[config.mk]
export PLATFORM = sky130hd
export DESIGN_NAME = rgb_to_hls_integer_core
export DESIGN_NICKNAME = d
export VERILOG_FILES = /design/src/rtl/rhls_pkg.sv /design/src/rtl/rhls_front.sv /design/src/rtl/rhls_div.sv /design/src/rtl/rhls_out.sv /design/src/rtl/rgb_to_hls_integer_core.sv
export SDC_FILE = /design/constraint.sdc
export NUM_CORES = 2
export LEC_CHECK = 0
export BUFFER_PORTS_ARGS = -buffer_cell sky130_fd_sc_hd__buf_4
export CORE_MARGIN = 2
export CORE_UTILIZATION = 40
export DETAILED_ROUTE_END_ITERATION = 12
export RECOVER_POWER = 25
export SYNTH_ARGS = -nofsm -noshare
export SYNTH_HDL_FRONTEND = slang
export SYNTH_SLANG_ARGS = --single-unit
[constraint.sdc]
create_clock -name clk -period 6.9 [get_ports clk]
set_input_delay 0.345 -clock clk [delete_from_list [all_inputs] [get_ports clk]]
set_output_delay 0.345 -clock clk [all_outputs]
set_load 0.03 [all_outputs]
[src/rtl/rhls_pkg.sv]
// ----------------------------------------------------------------------------
// rhls_pkg
// Shared widths, constants and stage-to-stage types of the RGB to HLS core.
// ----------------------------------------------------------------------------
package rhls_pkg;

    localparam int CH_W  = 8;   // one color channel
    localparam int HUE_W = 9;   // hue in degrees
    localparam int PCT_W = 7;   // lightness and saturation in percent
    localparam int HN_W  = 18;  // hue dividend: 2*|num| + d
    localparam int HD_W  = 9;   // hue divisor: 2*d
    localparam int SN_W  = 23;  // saturation dividend: 20000*d + 255*den
    localparam int SD_W  = 16;  // saturation divisor: 510*den
    localparam int Q_W   = 9;   // quotient bits, one per divider stage

    localparam logic [HUE_W-1:0] HUE_WRAP = HUE_W'(360);
    localparam logic [HUE_W-1:0] HUE_MAX  = HUE_W'(359);
    localparam logic [PCT_W-1:0] PCT_MAX  = PCT_W'(100);

    typedef struct packed {
        logic             neg;
        logic             grey;
        logic             ovf;
        logic [PCT_W-1:0] l;
    } side_t;

    typedef struct packed {
        logic [HN_W-1:0] hn;
        logic [HD_W-1:0] hd;
        logic [SN_W-1:0] sn;
        logic [SD_W-1:0] sd;
    } lanes_t;

    typedef struct packed {
        logic [Q_W-1:0] hq;
        logic [Q_W-1:0] sq;
        side_t          side;
    } div_res_t;

endpackage

[src/rtl/rhls_front.sv]
// ----------------------------------------------------------------------------
// rhls_front
// Six-stage front end: max/min, hue numerator, lightness by reciprocal
// multiply, saturation denominator and the saturation overflow check.
// ----------------------------------------------------------------------------
module rhls_front
(
    input  logic                      clk,
    input  logic                      rst_n,
    input  logic                      pixel_valid,
    output logic                      pixel_ready,
    input  logic [rhls_pkg::CH_W-1:0] red,
    input  logic [rhls_pkg::CH_W-1:0] green,
    input  logic [rhls_pkg::CH_W-1:0] blue,
    output logic                      dv_valid,
    input  logic                      dv_ready,
    output rhls_pkg::lanes_t          dv_lanes,
    output rhls_pkg::side_t           dv_side
);
    import rhls_pkg::*;

    localparam int NST = 6;

    typedef enum logic [1:0] {SEC_RED, SEC_GREEN, SEC_BLUE} sector_t;

    logic [NST-1:0] vld_reg;
    logic [NST-1:0] en;

    // stage 1
    sector_t            sec1_reg, sec1_next;
    logic signed [8:0]  diff1_reg, diff1_next;
    logic [CH_W-1:0]    d1_reg, d1_next;
    logic [8:0]         sum1_reg, sum1_next;
    logic [CH_W-1:0]    mx, mn;
    // stage 2
    logic signed [17:0] hnum2_reg, hnum2_next;
    logic [CH_W-1:0]    d2_reg;
    logic               grey2_reg, neg2_reg, neg2_next;
    logic [14:0]        y2_reg, y2_next;
    logic [17:0]        off_d;
    logic signed [17:0] diff60;
    logic [16:0]        x2;
    // stage 3
    logic [HN_W-1:0]    hn3_reg, hn3_next;
    logic [CH_W-1:0]    d3_reg;
    logic               grey3_reg, neg3_reg;
    logic [14:0]        y3_reg;
    logic [PCT_W-1:0]   q3_reg, q3_next;
    logic [16:0]        habs;
    logic [22:0]        prod;
    // stage 4
    logic [HN_W-1:0]    hn4_reg;
    logic [CH_W-1:0]    d4_reg;
    logic               grey4_reg, neg4_reg;
    logic [PCT_W-1:0]   l4_reg, l4_next;
    logic [14:0]        rem;
    // stage 5
    logic [HN_W-1:0]    hn5_reg;
    logic [CH_W-1:0]    d5_reg;
    logic               grey5_reg, neg5_reg;
    logic [PCT_W-1:0]   l5_reg;
    logic [SN_W-1:0]    sn5_reg, sn5_next;
    logic [SD_W-1:0]    sd5_reg, sd5_next;
    logic [7:0]         tw, dev;
    logic [PCT_W-1:0]   den;
    // stage 6
    lanes_t             lanes6_reg;
    side_t              side6_reg, side6_next;

    always_comb
    begin
        en[NST-1] = !vld_reg[NST-1] || dv_ready;
        for (int i = NST - 2; i >= 0; i--)
        begin
            en[i] = !vld_reg[i] || en[i+1];
        end
    end

    assign pixel_ready = en[0];
    assign dv_valid    = vld_reg[NST-1];
    assign dv_lanes    = lanes6_reg;
    assign dv_side     = side6_reg;

    always_comb
    begin
        if (red >= green && red >= blue)
        begin
            sec1_next  = SEC_RED;
            mx         = red;
            diff1_next = $signed({1'b0, green}) - $signed({1'b0, blue});
        end
        else if (green >= blue)
        begin
            sec1_next  = SEC_GREEN;
            mx         = green;
            diff1_next = $signed({1'b0, blue}) - $signed({1'b0, red});
        end
        else
        begin
            sec1_next  = SEC_BLUE;
            mx         = blue;
            diff1_next = $signed({1'b0, red}) - $signed({1'b0, green});
        end
        if (red <= green && red <= blue)
        begin
            mn = red;
        end
        else if (green <= blue)
        begin
            mn = green;
        end
        else
        begin
            mn = blue;
        end
        d1_next   = mx - mn;
        sum1_next = 9'(mx) + 9'(mn);
    end

    always_comb
    begin
        case (sec1_reg)
            SEC_GREEN: off_d = 18'(d1_reg) * 18'd120;
            SEC_BLUE:  off_d = 18'(d1_reg) * 18'd240;
            default:   off_d = '0;
        endcase
        diff60     = 18'(diff1_reg) * 18'sd60;
        hnum2_next = $signed(off_d) + diff60;
        neg2_next  = (sec1_reg == SEC_RED) && diff1_reg[8];
        x2         = 17'(sum1_reg) * 17'd200 + 17'd510;
        y2_next    = x2[16:2];
    end

    always_comb
    begin
        habs     = hnum2_reg[17] ? 17'(-hnum2_reg) : 17'(hnum2_reg);
        hn3_next = {habs, 1'b0} + 18'(d2_reg);
        prod     = {y2_reg, 8'b0} + 23'(y2_reg);
        q3_next  = prod[22:16];
    end

    always_comb
    begin
        rem     = y3_reg - 15'(q3_reg) * 15'd255;
        l4_next = q3_reg + PCT_W'(rem >= 15'd255);
    end

    always_comb
    begin
        tw       = {l4_reg, 1'b0};
        dev      = (tw >= 8'(PCT_MAX)) ? tw - 8'(PCT_MAX) : 8'(PCT_MAX) - tw;
        den      = PCT_W'(8'(PCT_MAX) - dev);
        sn5_next = 23'(d4_reg) * 23'd20000 + 23'(den) * 23'd255;
        sd5_next = 16'(den) * 16'd510;
    end

    always_comb
    begin
        side6_next.neg  = neg5_reg;
        side6_next.grey = grey5_reg;
        side6_next.l    = l5_reg;
        side6_next.ovf  = {2'b0, sn5_reg} >= {sd5_reg, 9'b0};
    end

    always_ff @(posedge clk or negedge rst_n)
    begin
        if (!rst_n)
        begin
            vld_reg <= '0;
        end
        else
        begin
            for (int i = NST - 1; i > 0; i--)
            begin
                if (en[i])
                begin
                    vld_reg[i] <= vld_reg[i-1];
                end
            end
            if (en[0])
            begin
                vld_reg[0] <= pixel_valid;
            end
        end
    end

    always_ff @(posedge clk)
    begin
        if (en[0])
        begin
            sec1_reg  <= sec1_next;
            diff1_reg <= diff1_next;
            d1_reg    <= d1_next;
            sum1_reg  <= sum1_next;
        end
        if (en[1])
        begin
            hnum2_reg <= hnum2_next;
            d2_reg    <= d1_reg;
            grey2_reg <= (d1_reg == '0);
            neg2_reg  <= neg2_next;
            y2_reg    <= y2_next;
        end
        if (en[2])
        begin
            hn3_reg   <= hn3_next;
            d3_reg    <= d2_reg;
            grey3_reg <= grey2_reg;
            neg3_reg  <= neg2_reg;
            y3_reg    <= y2_reg;
            q3_reg    <= q3_next;
        end
        if (en[3])
        begin
            hn4_reg   <= hn3_reg;
            d4_reg    <= d3_reg;
            grey4_reg <= grey3_reg;
            neg4_reg  <= neg3_reg;
            l4_reg    <= l4_next;
        end
        if (en[4])
        begin
            hn5_reg   <= hn4_reg;
            d5_reg    <= d4_reg;
            grey5_reg <= grey4_reg;
            neg5_reg  <= neg4_reg;
            l5_reg    <= l4_reg;
            sn5_reg   <= sn5_next;
            sd5_reg   <= sd5_next;
        end
        if (en[5])
        begin
            lanes6_reg.hn <= hn5_reg;
            lanes6_reg.hd <= {d5_reg, 1'b0};
            lanes6_reg.sn <= sn5_reg;
            lanes6_reg.sd <= sd5_reg;
            side6_reg     <= side6_next;
        end
    end

endmodule

[src/rtl/rhls_div.sv]
// ----------------------------------------------------------------------------
// rhls_div
// Two-lane restoring divider, one quotient bit per pipeline stage, for the
// hue and saturation quotients; carries the side information alongside.
// ----------------------------------------------------------------------------
module rhls_div
(
    input  logic               clk,
    input  logic               rst_n,
    input  logic               dv_valid,
    output logic               dv_ready,
    input  rhls_pkg::lanes_t   dv_lanes,
    input  rhls_pkg::side_t    dv_side,
    output logic               dq_valid,
    input  logic               dq_ready,
    output rhls_pkg::div_res_t dq_res
);
    import rhls_pkg::*;

    typedef struct packed {
        logic [HN_W-1:0] hr;
        logic [HD_W-1:0] hd;
        logic [SN_W-1:0] sr;
        logic [SD_W-1:0] sd;
        logic [Q_W-1:0]  hq;
        logic [Q_W-1:0]  sq;
        side_t           side;
    } stage_t;

    stage_t         stage_reg  [Q_W];
    stage_t         stage_next [Q_W];
    logic [Q_W-1:0] vld_reg;
    logic [Q_W-1:0] en;

    always_comb
    begin
        en[Q_W-1] = !vld_reg[Q_W-1] || dq_ready;
        for (int i = Q_W - 2; i >= 0; i--)
        begin
            en[i] = !vld_reg[i] || en[i+1];
        end
    end

    assign dv_ready     = en[0];
    assign dq_valid     = vld_reg[Q_W-1];
    assign dq_res.hq    = stage_reg[Q_W-1].hq;
    assign dq_res.sq    = stage_reg[Q_W-1].sq;
    assign dq_res.side  = stage_reg[Q_W-1].side;

    always_comb
    begin
        stage_t          src;
        logic [HN_W-1:0] trial_h;
        logic [SN_W+1:0] trial_s;
        logic            bit_h, bit_s;
        for (int i = 0; i < Q_W; i++)
        begin
            if (i == 0)
            begin
                src.hr   = dv_lanes.hn;
                src.hd   = dv_lanes.hd;
                src.sr   = dv_lanes.sn;
                src.sd   = dv_lanes.sd;
                src.hq   = '0;
                src.sq   = '0;
                src.side = dv_side;
            end
            else
            begin
                src = stage_reg[i-1];
            end
            trial_h = HN_W'(src.hd) << (Q_W - 1 - i);
            trial_s = (SN_W + 2)'(src.sd) << (Q_W - 1 - i);
            bit_h   = src.hr >= trial_h;
            bit_s   = {2'b0, src.sr} >= trial_s;
            stage_next[i]      = src;
            stage_next[i].hr   = bit_h ? src.hr - trial_h : src.hr;
            stage_next[i].sr   = bit_s ? SN_W'({2'b0, src.sr} - trial_s) : src.sr;
            stage_next[i].hq   = {src.hq[Q_W-2:0], bit_h};
            stage_next[i].sq   = {src.sq[Q_W-2:0], bit_s};
        end
    end

    always_ff @(posedge clk or negedge rst_n)
    begin
        if (!rst_n)
        begin
            vld_reg <= '0;
        end
        else
        begin
            for (int i = Q_W - 1; i > 0; i--)
            begin
                if (en[i])
                begin
                    vld_reg[i] <= vld_reg[i-1];
                end
            end
            if (en[0])
            begin
                vld_reg[0] <= dv_valid;
            end
        end
    end

    always_ff @(posedge clk)
    begin
        for (int i = 0; i < Q_W; i++)
        begin
            if (en[i])
            begin
                stage_reg[i] <= stage_next[i];
            end
        end
    end

    a_grey_matches_divisor: assert property (@(posedge clk) disable iff (!rst_n)
        vld_reg[Q_W-1] |-> (stage_reg[Q_W-1].side.grey == (stage_reg[Q_W-1].hd == '0)))
        else $error("grey flag out of step with hue divisor");

    a_hue_rem_bound: assert property (@(posedge clk) disable iff (!rst_n)
        vld_reg[Q_W-1] && !stage_reg[Q_W-1].side.grey
            |-> (stage_reg[Q_W-1].hr < HN_W'(stage_reg[Q_W-1].hd)))
        else $error("hue remainder not below divisor");

    a_sat_rem_bound: assert property (@(posedge clk) disable iff (!rst_n)
        vld_reg[Q_W-1] && !stage_reg[Q_W-1].side.ovf
            |-> (stage_reg[Q_W-1].sr < SN_W'(stage_reg[Q_W-1].sd)))
        else $error("saturation remainder not below divisor");

endmodule

[src/rtl/rhls_out.sv]
// ----------------------------------------------------------------------------
// rhls_out
// Output register: hue wrap and clamp, grey and overflow handling of
// saturation, and the result transfer.
// ----------------------------------------------------------------------------
module rhls_out
(
    input  logic                       clk,
    input  logic                       rst_n,
    input  logic                       dq_valid,
    output logic                       dq_ready,
    input  rhls_pkg::div_res_t         dq_res,
    output logic                       hls_valid,
    input  logic                       hls_ready,
    output logic [rhls_pkg::HUE_W-1:0] hue,
    output logic [rhls_pkg::PCT_W-1:0] lightness,
    output logic [rhls_pkg::PCT_W-1:0] saturation
);
    import rhls_pkg::*;

    logic             vld_reg;
    logic             en;
    logic [HUE_W-1:0] hue_reg, hue_next, hue_raw;
    logic [PCT_W-1:0] lit_reg;
    logic [PCT_W-1:0] sat_reg, sat_next;

    assign en         = !vld_reg || hls_ready;
    assign dq_ready   = en;
    assign hls_valid  = vld_reg;
    assign hue        = hue_reg;
    assign lightness  = lit_reg;
    assign saturation = sat_reg;

    always_comb
    begin
        if (dq_res.side.grey)
        begin
            hue_raw = '0;
        end
        else if (dq_res.side.neg && dq_res.hq != '0)
        begin
            hue_raw = HUE_WRAP - HUE_W'(dq_res.hq);
        end
        else
        begin
            hue_raw = HUE_W'(dq_res.hq);
        end
        hue_next = (hue_raw > HUE_MAX) ? HUE_MAX : hue_raw;

        if (dq_res.side.grey)
        begin
            sat_next = '0;
        end
        else if (dq_res.side.ovf || dq_res.sq > Q_W'(PCT_MAX))
        begin
            sat_next = PCT_MAX;
        end
        else
        begin
            sat_next = dq_res.sq[PCT_W-1:0];
        end
    end

    always_ff @(posedge clk or negedge rst_n)
    begin
        if (!rst_n)
        begin
            vld_reg <= 1'b0;
        end
        else if (en)
        begin
            vld_reg <= dq_valid;
        end
    end

    always_ff @(posedge clk)
    begin
        if (en)
        begin
            hue_reg <= hue_next;
            lit_reg <= dq_res.side.l;
            sat_reg <= sat_next;
        end
    end

endmodule

[src/rtl/rgb_to_hls_integer_core.sv]
// ----------------------------------------------------------------------------
// rgb_to_hls_integer_core
// RGB pixel to hue, lightness and saturation, exact integer rounding.
//
//   channel   handshake                  payload
//   pixel     pixel_valid / pixel_ready  red, green, blue (8 bits each)
//   hls       hls_valid / hls_ready      hue (9), lightness (7), saturation (7)
//
// One pixel per cycle sustained while hls_ready stays high; 6 front-end
// stages, 9 divider stages at one quotient bit each, 1 output register.
// Reset clears only the stage valid bits; the data registers are not reset.
// Each stage holds while its successor is full and stalled, so a stall on
// hls_ready backs up stage by stage and bubbles are squeezed out.
// ----------------------------------------------------------------------------
module rgb_to_hls_integer_core
(
    input  logic                       clk,
    input  logic                       rst_n,
    input  logic                       pixel_valid,
    output logic                       pixel_ready,
    input  logic [rhls_pkg::CH_W-1:0]  red,
    input  logic [rhls_pkg::CH_W-1:0]  green,
    input  logic [rhls_pkg::CH_W-1:0]  blue,
    output logic                       hls_valid,
    input  logic                       hls_ready,
    output logic [rhls_pkg::HUE_W-1:0] hue,
    output logic [rhls_pkg::PCT_W-1:0] lightness,
    output logic [rhls_pkg::PCT_W-1:0] saturation
);
    import rhls_pkg::*;

    logic     dv_valid, dv_ready;
    lanes_t   dv_lanes;
    side_t    dv_side;
    logic     dq_valid, dq_ready;
    div_res_t dq_res;

    rhls_front u_front
    (
        .clk         (clk),
        .rst_n       (rst_n),
        .pixel_valid (pixel_valid),
        .pixel_ready (pixel_ready),
        .red         (red),
        .green       (green),
        .blue        (blue),
        .dv_valid    (dv_valid),
        .dv_ready    (dv_ready),
        .dv_lanes    (dv_lanes),
        .dv_side     (dv_side)
    );

    rhls_div u_div
    (
        .clk      (clk),
        .rst_n    (rst_n),
        .dv_valid (dv_valid),
        .dv_ready (dv_ready),
        .dv_lanes (dv_lanes),
        .dv_side  (dv_side),
        .dq_valid (dq_valid),
        .dq_ready (dq_ready),
        .dq_res   (dq_res)
    );

    rhls_out u_out
    (
        .clk        (clk),
        .rst_n      (rst_n),
        .dq_valid   (dq_valid),
        .dq_ready   (dq_ready),
        .dq_res     (dq_res),
        .hls_valid  (hls_valid),
        .hls_ready  (hls_ready),
        .hue        (hue),
        .lightness  (lightness),
        .saturation (saturation)
    );

endmodule

==> flow_summary.json <==
{
  "min_period_over_period_pct": 96.9,
  "critPathSlowestCell": "fa_2",
  "drv_slew": 0,
  "numCtsBuffers": 102,
  "setup_tns_ns": 0,
  "hpwl_mm": 72.2,
  "maxCapViolCount": 0,
  "coreArea_mm2": 0.131,
  "drt_iter0_drc": 1501,
  "crit_fanout": 4,
  "max_stage_delay_ns": 0.59,
  "synth_top_cells_by_count": "edfxtp_1, inv_1, ha_1, nand2_1, a21oi_1",
  "drt_pass1_iterations": 5,
  "setup_viol": 0,
  "crit_top_cell": "inv_2",
  "vias": 31200,
  "drive_gt1_share_pct": 8.27,
  "htree_levels": 3,
  "clk_pin_slew_worst_paths_ns": 0.06,
  "async_flop_share_pct": 1.73,
  "synth_ff_type": "edfxtp_1",
  "numPortBuffers": 52,
  "arrival_ns": 7.13,
  "largest_register_ffs": 616,
  "yosysSeqAreaShare_pct": 52.5,
  "critical_path_required_ns": 7.34,
  "start_util_pct": 40.2,
  "worstSetupPathType": "register to register",
  "grtUsageTotal_pct": 14.0,
  "syn_area_mm2": 0.0528,
  "yosysTopAreaCell": "edfxtp_1",
  "wl_mm": 93.4,
  "place_congestion": 0.874,
  "cts.sinks": 927,
  "synthToLayoutAreaGrowth_pct": 12.3,
  "r2r_setup_slack_ns": 0.21,
  "worst_slew_pin_slew_ns": 1.29,
  "grt_pass1_wl_mm": 157,
  "cts_buffer_depth": 3,
  "nets": 5170,
  "synthTopCellsByArea": "edfxtp_1, ha_1, fa_1",
  "dieHeight_um": 367,
  "ys_ff_latch": 927,
  "root_buffer": "clkbuf_16",
  "cp-start-kind": "register",
  "syn_inst": 4345,
  "finalHoldViolations": 0,
  "outcome": "finished, final reports clean",
  "diodes": 0,
  "die_w_um": 367,
  "ys_warn_count": 0,
  "vias_per_cell": 4.91,
  "yosysMostFrequentCell": "edfxtp_1",
  "synth_cell_types": 93,
  "synth_top_cell_area_share_pct": 51.8,
  "synth_edf_count": 911,
  "grt_max_degree": 85,
  "cp-end-kind": "register",
  "syn_area_per_cell_um2": 12.2,
  "overflow": 0,
  "syn-num-nets": 5002,
  "fin_worst_skew_ns": 0.0507,
  "ant_nets": 0,
  "ios": 53,
  "period_needed_ns": 6.69,
  "grt_pass1_vias": 31900,
  "fmax_ghz": 0.149,
  "cts_tree": "done",
  "hold_path.class": "input port to register",
  "worst_skew_pair.late_latency_ns": 0.69,
  "max_slew_margin_pct": 14.0,
  "placementRows": 133,
  "drt-wirelength-per-cell_um": 14.7,
  "die_area_mm2": 0.135,
  "grt_antenna_before_repair": 1,
  "route.detailed.drc": 0
}
## worst max-delay path, delay by kind of cell (launching register included)
kind | cells | cell delay [ns]
and+or+nand+nor | 3 | 1.07
DFF | 1 | 0.43
buffers and inverters | 9 | 0.68
xor gates and xnor gates | 2 | 0.34
AOI/OAI and AO/OA | 8 | 1.28
adders and majority gates | 7 | 2.65
## final cells by class
type                    count  area (µm²)
fillers                 11800       72000
flip-flops and latches    927       27800
multi-input cells        2807       23000
clock buffers             127        2650
well taps                1755        2200
inverters                 566        2130
repair buffers            109         851
clock inverters            59         737
## layer usage
| layer | track usage, % | vias to the layer above | routed length, µm |
|---|---|---|---|
| li1 | - | 16000 | - |
| met1 | 16.5 | 14700 | 40000 |
| met2 | 25.9 | 396 | 48400 |
| met3 | 1.97 | 156 | 2720 |
| met4 | 4.36 | 0 | 2340 |
| met5 | 0 | - | 0 |
## kinds of logic after synthesis
group | after synthesis | synth area share, %
flops | 927 | 52.5
buf+inv | 611 | 4.39
fa+ha+maj | 629 | 16.7
compound gates | 850 | 10.3
simple gates | 891 | 8.52
xor+xnor | 328 | 5.46
mux | 109 | 2.18
## layout by cell type, fill, tap and decap left out, drive strengths merged, types with 34 or more instances in the layout
master    n
edfxtp  911
inv     568
ha      505
nand2   237
o21ai   228
a21oi   223
nor2    213
xnor2   182
xor2    145
clkbuf  128
fa      124
buf     106
a21o     92
nor2b    71
o21a     62
mux2i    62
nand2b   61
nor3     56
nand4    47
mux2     47
clkinv   42
nor4     37
o31ai    34
nand3    34
## timing repair
action	in CTS	in global routing
hold buffers	2	0
resized for setup	2	44
pin swaps	5	34
setup endpoints to repair	4	7
endpoints found under the hold margin	17	0
setup buffers	6	11
## path summary, 6_finish.rpt
check,startpoint,depth (start not counted),to
setup / recovery,u_front.l4_reg[1],29,u_front.sn5_reg[19]
hold / removal,blue[1],3,u_front.diff1_reg[1]
setup reg to reg,u_front.l4_reg[1],29,u_front.sn5_reg[19]
hold reg to reg,u_div.stage_reg[0][102],0,u_div.stage_reg[0][196]
max in group asynchronous,rst_n,2,u_div.vld_reg[1]
min in group asynchronous,rst_n,2,u_front.vld_reg[0]
## through the flow
stage | hold slack (ns) | util, % | setup slack [ns] | cells | area, µm²
CTS | 0.0234 | 45.0 | -0.00271 | 6339 | 59100
global placement | 0.248 | 42.3 | -0.00576 | 6145 | 55600
global route | 0.143 | 45.2 | -0.0432 | 6350 | 59300
finish | 0.156 | 45.2 | 0.211 | 6350 | 59300
floorplan | 0.0494 | - | -0.000931 | 4345 | 52900
detailed placement | 0.255 | 42.3 | -0.132 | 6145 | 55600
Power is not shown: default switching activity piles up to over one toggle a cycle in this logic, so the estimate is an artifact.
